**src/hdl/rlegd_pkg.sv**
```systemverilog
`default_nettype none

package rlegd_pkg;

  localparam int MAX_ROW_WIDTH_DEF     = 256;
  localparam int PIXELS_PER_RESULT_DEF = 8;
  localparam int ROW_WIDTH_W           = 9;
  localparam logic [ROW_WIDTH_W-1:0] ROW_WIDTH_RST = 9'd16;

  localparam logic ACT_BYTE    = 1'b0;
  localparam logic ACT_END_ROW = 1'b1;

  localparam logic [1:0] STATUS_OK        = 2'd0;
  localparam logic [1:0] STATUS_OVERFLOW  = 2'd1;
  localparam logic [1:0] STATUS_TRUNCATED = 2'd2;

  localparam logic [7:0] RUN_FLAG_MASK = 8'h80;
  localparam logic [7:0] LEVEL_MASK    = 8'h7f;
  localparam logic [7:0] LEVEL_NEAR_MAX = 8'd254;
  localparam logic [7:0] LEVEL_MAX     = 8'd255;

  typedef struct packed {
    logic       action;
    logic [7:0] code_byte;
  } in_t;

  typedef struct packed {
    logic [7:0] pixel_0;
    logic [7:0] pixel_1;
    logic [7:0] pixel_2;
    logic [7:0] pixel_3;
    logic [7:0] pixel_4;
    logic [7:0] pixel_5;
    logic [7:0] pixel_6;
    logic [7:0] pixel_7;
    logic [3:0] pixel_count;
    logic       row_done;
    logic [1:0] row_status;
  } out_t;

  // controller -> datapath
  typedef struct packed {
    logic start;  // input transfer: latch the fill job, update row state
    logic load;   // move the next pixel group into the output register
  } cmd_t;

  // datapath -> controller
  typedef struct packed {
    logic need_emit;   // the presented item produces at least one result
    logic slot_free;   // output register empty or draining this cycle
    logic last_group;  // the pending group is the last of the job
  } stat_t;

endpackage

`default_nettype wire

```
**src/hdl/rlegd_ctrl.sv**
```systemverilog
`default_nettype none

module rlegd_ctrl (
  input  wire logic            clk,
  input  wire logic            rst,
  input  wire logic            in_valid,
  output logic                 in_ready,
  input  wire rlegd_pkg::stat_t stat,
  output rlegd_pkg::cmd_t      cmd
);

  typedef enum logic [1:0] {
    ST_IDLE = 2'b01,
    ST_FILL = 2'b10
  } state_t;

  state_t state, state_next;

  always_comb begin
    state_next = state;
    in_ready   = 1'b0;
    cmd.start  = 1'b0;
    cmd.load   = 1'b0;
    case (state)
      ST_IDLE: begin
        in_ready  = 1'b1;
        cmd.start = in_valid;
        if (in_valid && stat.need_emit) begin
          state_next = ST_FILL;
        end
      end
      ST_FILL: begin
        cmd.load = stat.slot_free;
        if (stat.slot_free && stat.last_group) begin
          state_next = ST_IDLE;
        end
      end
      default: begin
        state_next = ST_IDLE;
      end
    endcase
  end

  always_ff @(posedge clk) begin
    if (rst) begin
      state <= ST_IDLE;
    end else begin
      state <= state_next;
    end
  end

endmodule

`default_nettype wire

```
**src/hdl/rlegd_datapath.sv**
```systemverilog
`default_nettype none

module rlegd_datapath #(
  parameter int MAX_ROW_WIDTH     = rlegd_pkg::MAX_ROW_WIDTH_DEF,
  parameter int PIXELS_PER_RESULT = rlegd_pkg::PIXELS_PER_RESULT_DEF
) (
  input  wire logic                                clk,
  input  wire logic                                rst,
  input  wire logic                                cfg_we,
  input  wire logic [rlegd_pkg::ROW_WIDTH_W-1:0]   cfg_wdata,
  input  wire rlegd_pkg::in_t                      in_data,
  input  wire logic                                out_ready,
  output logic                                     out_valid,
  output rlegd_pkg::out_t                          out_data,
  input  wire rlegd_pkg::cmd_t                     cmd,
  output rlegd_pkg::stat_t                         stat
);

  localparam int POS_W   = $clog2(MAX_ROW_WIDTH + 1);
  localparam int EW_W    = (POS_W > rlegd_pkg::ROW_WIDTH_W) ? POS_W : rlegd_pkg::ROW_WIDTH_W;
  localparam int MAX_CNT = (MAX_ROW_WIDTH > 128) ? MAX_ROW_WIDTH : 128;
  localparam int CNT_W   = $clog2(MAX_CNT + 1);

  // row state
  logic [rlegd_pkg::ROW_WIDTH_W-1:0] row_width;
  logic                              awaiting_value;
  logic [7:0]                        run_length;
  logic [POS_W-1:0]                  row_position;
  logic                              overflow_seen;

  // fill job
  logic [7:0]       fill_value;
  logic [CNT_W-1:0] fill_cnt;
  logic             fill_final;
  logic [1:0]       fill_status;

  logic [EW_W-1:0]  rw_ext;
  logic [POS_W-1:0] eff_width;
  logic [POS_W-1:0] room;
  logic [CNT_W-1:0] room_c;
  logic [CNT_W-1:0] want;
  logic [CNT_W-1:0] take;
  logic             over;
  logic [7:0]       lit_value;
  logic [7:0]       job_value;
  logic [CNT_W-1:0] job_cnt;
  logic [1:0]       end_status;
  logic             is_end;
  logic             is_header;

  logic [3:0]       grp_take;
  logic [CNT_W-1:0] cnt_left;
  logic [7:0]       grp_px [8];

  always_comb begin
    rw_ext    = EW_W'(row_width);
    eff_width = (rw_ext > EW_W'(MAX_ROW_WIDTH)) ? POS_W'(MAX_ROW_WIDTH) : POS_W'(rw_ext);
    room      = (row_position < eff_width) ? (eff_width - row_position) : '0;
    room_c    = CNT_W'(room);

    is_end    = (in_data.action == rlegd_pkg::ACT_END_ROW);
    is_header = !awaiting_value && ((in_data.code_byte & rlegd_pkg::RUN_FLAG_MASK) != 8'd0);

    lit_value = {in_data.code_byte[6:0], 1'b0};
    if (lit_value == rlegd_pkg::LEVEL_NEAR_MAX) begin
      lit_value = rlegd_pkg::LEVEL_MAX;
    end

    // pixels wanted by a byte: the pending run, or one literal
    want = awaiting_value ? CNT_W'(run_length) : CNT_W'(1);
    over = (want > room_c);
    take = over ? room_c : want;

    end_status = awaiting_value ? rlegd_pkg::STATUS_TRUNCATED
               : (overflow_seen ? rlegd_pkg::STATUS_OVERFLOW : rlegd_pkg::STATUS_OK);

    job_value = is_end ? 8'd0 : (awaiting_value ? in_data.code_byte : lit_value);
    job_cnt   = is_end ? room_c : take;

    stat.need_emit = is_end || (!is_header && (take != '0));

    grp_take = (fill_cnt > CNT_W'(PIXELS_PER_RESULT)) ? 4'(PIXELS_PER_RESULT)
                                                      : 4'(fill_cnt);
    cnt_left = fill_cnt - CNT_W'(grp_take);
    stat.last_group = (cnt_left == '0);
    stat.slot_free  = !out_valid || out_ready;

    for (int j = 0; j < 8; j++) begin
      grp_px[j] = (4'(j) < grp_take) ? fill_value : 8'd0;
    end
  end

  always_ff @(posedge clk) begin
    if (rst) begin
      row_width      <= rlegd_pkg::ROW_WIDTH_RST;
      awaiting_value <= 1'b0;
      run_length     <= '0;
      row_position   <= '0;
      overflow_seen  <= 1'b0;
      out_valid      <= 1'b0;
    end else begin
      if (cfg_we) begin
        row_width <= cfg_wdata;
      end

      if (cmd.start) begin
        if (is_end) begin
          awaiting_value <= 1'b0;
          run_length     <= '0;
          row_position   <= '0;
          overflow_seen  <= 1'b0;
        end else if (is_header) begin
          awaiting_value <= 1'b1;
          run_length     <= (in_data.code_byte & rlegd_pkg::LEVEL_MASK) + 8'd1;
        end else begin
          awaiting_value <= 1'b0;
          run_length     <= '0;
          row_position   <= row_position + POS_W'(take);
          if (over) begin
            overflow_seen <= 1'b1;
          end
        end
      end

      if (cmd.load) begin
        out_valid <= 1'b1;
      end else if (out_ready) begin
        out_valid <= 1'b0;
      end
    end
  end

  // payload registers
  always_ff @(posedge clk) begin
    if (cmd.start) begin
      fill_value  <= job_value;
      fill_cnt    <= job_cnt;
      fill_final  <= is_end;
      fill_status <= end_status;
    end else if (cmd.load) begin
      fill_cnt <= cnt_left;
    end

    if (cmd.load) begin
      out_data.pixel_0     <= grp_px[0];
      out_data.pixel_1     <= grp_px[1];
      out_data.pixel_2     <= grp_px[2];
      out_data.pixel_3     <= grp_px[3];
      out_data.pixel_4     <= grp_px[4];
      out_data.pixel_5     <= grp_px[5];
      out_data.pixel_6     <= grp_px[6];
      out_data.pixel_7     <= grp_px[7];
      out_data.pixel_count <= grp_take;
      out_data.row_done    <= fill_final && stat.last_group;
      out_data.row_status  <= (fill_final && stat.last_group) ? fill_status
                                                              : rlegd_pkg::STATUS_OK;
    end
  end

endmodule

`default_nettype wire

```
**src/hdl/rle_glyph_row_decoder_core.sv**
```systemverilog
`default_nettype none

// Channel  Dir  Handshake             Payload
// cfg      in   cfg_we (no wait)      cfg_wdata: row_width, 9 bits
// in       in   in_valid / in_ready   in_data:  rlegd_pkg::in_t
// out      out  out_valid / out_ready out_data: rlegd_pkg::out_t
//
// An item is taken when in_valid meets in_ready, then its results leave one group of
// up to PIXELS_PER_RESULT pixels per cycle while out is not stalled (an end of row
// always makes at least one group, even with no padding); an item with no result
// makes no group and leaves in_ready high.
// rst is synchronous; row_width returns to 16 and the row state clears.
// A stall on out holds the output register and the group loop; in_ready
// is high only between items.
module rle_glyph_row_decoder_core #(
  parameter int MAX_ROW_WIDTH     = rlegd_pkg::MAX_ROW_WIDTH_DEF,
  parameter int PIXELS_PER_RESULT = rlegd_pkg::PIXELS_PER_RESULT_DEF
) (
  input  wire logic                              clk,
  input  wire logic                              rst,
  input  wire logic                              cfg_we,
  input  wire logic [rlegd_pkg::ROW_WIDTH_W-1:0] cfg_wdata,
  input  wire logic                              in_valid,
  output logic                                   in_ready,
  input  wire rlegd_pkg::in_t                    in_data,
  output logic                                   out_valid,
  input  wire logic                              out_ready,
  output rlegd_pkg::out_t                        out_data
);

  rlegd_pkg::cmd_t  cmd;
  rlegd_pkg::stat_t stat;

  rlegd_ctrl u_ctrl (
    .clk      (clk),
    .rst      (rst),
    .in_valid (in_valid),
    .in_ready (in_ready),
    .stat     (stat),
    .cmd      (cmd)
  );

  rlegd_datapath #(
    .MAX_ROW_WIDTH     (MAX_ROW_WIDTH),
    .PIXELS_PER_RESULT (PIXELS_PER_RESULT)
  ) u_datapath (
    .clk       (clk),
    .rst       (rst),
    .cfg_we    (cfg_we),
    .cfg_wdata (cfg_wdata),
    .in_data   (in_data),
    .out_ready (out_ready),
    .out_valid (out_valid),
    .out_data  (out_data),
    .cmd       (cmd),
    .stat      (stat)
  );

endmodule

`default_nettype wire

```
**config.mk**
```make
export PLATFORM = sky130hd
export DESIGN_NAME = rle_glyph_row_decoder_core
export DESIGN_NICKNAME = d
export VERILOG_FILES = /design/src/hdl/rlegd_pkg.sv /design/src/hdl/rlegd_ctrl.sv /design/src/hdl/rlegd_datapath.sv /design/src/hdl/rle_glyph_row_decoder_core.sv
export SDC_FILE = /design/constraint.sdc
export NUM_CORES = 1
export LEC_CHECK = 0
export BUFFER_PORTS_ARGS = -buffer_cell sky130_fd_sc_hd__buf_2
export CELL_PAD_IN_SITES_DETAIL_PLACEMENT = 2
export CELL_PAD_IN_SITES_GLOBAL_PLACEMENT = 2
export CORE_ASPECT_RATIO = 1.1
export CORE_MARGIN = 1
export CORE_UTILIZATION = 37
export CTS_CLUSTER_SIZE = 30
export DETAILED_ROUTE_END_ITERATION = 10
export PLACE_DENSITY = 0.81
export SKIP_LAST_GASP = 1
export SLEW_MARGIN = 20
export SYNTH_ARGS = -nofsm -noshare
export SYNTH_HDL_FRONTEND = slang
export SYNTH_SLANG_ARGS = --single-unit
export TNS_END_PERCENT = 50
```
**constraint.sdc**
```tcl
create_clock -name clk -period 6 [get_ports clk]
set_clock_uncertainty 0.15 [all_clocks]
set_input_delay 0.3 -clock clk [delete_from_list [all_inputs] [get_ports clk]]
set_output_delay 0.3 -clock clk [all_outputs]
set_load 0.05 [all_outputs]
```
==> results.yml <==
status:
  status: "finished, violations left"
  violations: "DRC"
global_routing:
  overflow: 0
  grt_use_total_pct: 25.39
  antenna_found_initial: 0
  grt_max_degree: 72
  first_global_vias: 5572
  grt_pass1_wl_um: 32420
route:
  drcViolationCount: 12
  first_iter_violations: 285
  vias: 5049
  wl_per_cell_um: 22.90
  viasPerCell: 5.470
  wl_um: 21140
  ant_nets: 0
  drt_first_pass_iters: 10
layout:
  final_nets: 760
  design_area_mm2: 0.007666
  area_growth_pct: 23.95
  fillers: 1692
  fin_cells: 923
  antenna_cells: 0
  layout-drive-gt1-share_pct: 22.95
synthesis:
  synth-edff-count: 91
  synth_seq_cells: 122
  synth_top_cell_by_area: "edfxtp_1"
  dominantRegCellSynth: "edfxtp_1"
  synth_top_area_share_pct: 44.18
  yosys-top-cells-area: "edfxtp_1 44%, dfxtp_1 10%, ha_1 5.9%"
  synth_nets: 639
  synthMostInstantiatedCell: "edfxtp_1"
  seq_area_frac_synth_pct: 54.22
  yosys-top-cells-count: "91 x edfxtp_1, 87 x nor2_1, 40 x nand2_1"
  syn_avg_cell_area_um2: 10.57
  syn_area_mm2: 0.006185
  ys_warn_count: 0
  synth.distinct_cells: 59
  async_flop_share_pct: 0
  netlist_instances: 585
floorplan:
  dieArea_mm2: 0.01724
  ios: 96
  core.rowCount: 49
  die_x_um: 125.3
  coreArea_mm2: 0.01637
  initial_core_util_pct: 37.78
  fp.dieH_um: 137.6
setup_path:
  path_class: "reg -> reg"
  arrival_ps: 5960
  r2r_cells: 25
  crit_path_end_kind: "flip-flop"
  worst_ep_required_time_ps: 6140
  start_kind: "flip-flop"
  crit_path_max_fanout: 10
placement:
  place_area_mm2: 0.006920
  io_buffers: 95
  dp.cells: 876
  hpwl_um: 15180
  gp_congestion: 0.9353
  place_ws_ps: -143.2
power_and_ir_drop:
  vdd_drop_max_v: 0.0001866
  power_density_mw_per_mm2: 321.7
  finalPower_uw: 2466
  leakage_uw: 0.003165
clock_tree:
  cts_buffers: 17
  cts.sinks: 122
  cts_tree: "done"
  htree_levels: 4
  clock_latency_ps: 430
  clockBufferDepth: 2
  cts-root-buf: "clkbuf_16"
  clkSlewWorstSetupHoldPaths_ps: 60
timing:
  finalWorstPathRequiredPeriod_ps: 5821
  finalSetupTns_ps: 0
  fmax_mhz: 171.8
  finalMaxSlewViolations: 0
  worst_slew_pin_slew_ps: 1090
  slew_headroom_pct: 26.78
  timing.final.crit_share_pct: 97.01
  setup_viol: 0
  hold_viol: 0
  worst_slack_ps: 179.4
hold_path:
  hold_path_depth: 3
  hold_path.class: "in -> reg"
job:
  maxCapViolCount: 0
kinds of logic after synthesis:
family	synth area share [%]
AND/OR/NAND/NOR	19.64
AO/OA/AOI/OAI	10.74
adder cells (fa/ha/maj)	6.514
XOR/XNOR	1.558
buffers and inverters	3.318
other	0.06063
flip-flops	54.22
multiplexers	3.945
worst paths after layout:
| check | from | to | slack, ps |
|---|---|---|---|
| max | u_datapath.row_width[8] | u_datapath.row_position[7] | 180 |
| min | out_ready | u_datapath.out_valid | 60 |
| max reg2reg | u_datapath.row_width[8] | u_datapath.row_position[7] | 180 |
| min reg2reg | u_datapath.overflow_seen | u_datapath.overflow_seen | 320 |
flip-flops by register name, indices dropped and copies added, names as in the netlist:
register / cells
u_datapath.out_data: 71
u_datapath.fill_cnt: 9
u_datapath.row_position: 9
u_datapath.row_width: 9
u_datapath.fill_value: 8
u_datapath.run_length: 8
u_ctrl.state: 2
u_datapath.fill_status: 2
u_datapath.awaiting_value: 1
u_datapath.fill_final: 1
u_datapath.out_valid: 1
u_datapath.overflow_seen: 1
layout make-up:
| class | instances | area, um^2 | area share, % |
|---|---|---|---|
| flip-flops and latches | 122 | 3357 | 43.79 |
| inverters | 36 | 135.1 | 1.763 |
| clock buffers | 17 | 425.4 | 5.549 |
| multi-input cells | 410 | 2713 | 35.38 |
| clock inverters | 15 | 102.6 | 1.338 |
| well taps | 204 | 255.2 | 3.330 |
| repair buffers | 119 | 678.2 | 8.846 |
per-stage QoR:
stage	util, %	hold slack, ps
4_1_cts	46.13	51.35
3_3_place_gp	42.28	292.7
6_report	46.83	57.72
2_1_floorplan	-	248.9
5_1_grt	46.83	62.38
3_5_place_dp	42.28	301.4
where the power goes:
part           switching (uW)  total, uW  internal, uW
sequential               43.5       1010           970
combinational             334        527           193
clock                     402        926           524
total                     779       2470          1690
cell usage in the layout (no fill, tap or decap), types with 5 or more instances in the layout:
cell	instances
inv_1	36
a21oi_1	23
xor2_1	5
a22oi_1	12
nand2b_1	10
o21ai_0	19
buf_2	95
xnor2_1	5
nor2_1	86
clkbuf_16	17
and2_1	29
nor3_1	13
dlygate4sd3_1	9
buf_4	15
dfxtp_1	30
ha_1	28
nor2b_1	18
nand3_1	14
edfxtp_1	91
nand2_1	40
mux2i_1	21
layer usage:
| metal | track usage [%] | wire length (um) | vias up |
|---|---|---|---|
| met4 | 12.33 | 830 | 0 |
| met3 | 4.155 | 731 | 51 |
| li1 | - | - | 2327 |
| met2 | 49.78 | 11780 | 145 |
| met5 | 0 | 0 | - |
| met1 | 26.37 | 7794 | 2526 |
worst max-delay path: stages, from the launching register on:
cell and delay [ps]:
dfxtp_4 380, nand2b_1 160, ha_1 200, fa_1 430
nor2b_4 180, o2111a_1 270, nor3_1 80, nand3b_1 260
ha_4 290, a2111oi_2 460, o21ai_1 170, o221ai_2 340
or2_1 180, o21ai_0 120, a22oi_1 230, buf_4 190
inv_1 50, ha_1 290, nand3_1 120, a21boi_1 100
o21ai_0 180, nand2b_1 110, a21o_1 200, a21oi_1 210
mux2i_1 230, o31ai_1 100
timing repair:
action,in CTS,in global routing
pin swaps,1,4
hold endpoints to repair,9,0
gates cloned,0,0
setup buffers,0,6
hold buffers,9,0
resized for setup,3,20
setup endpoints to repair,3,6
Power figures use the tool's default switching activity.
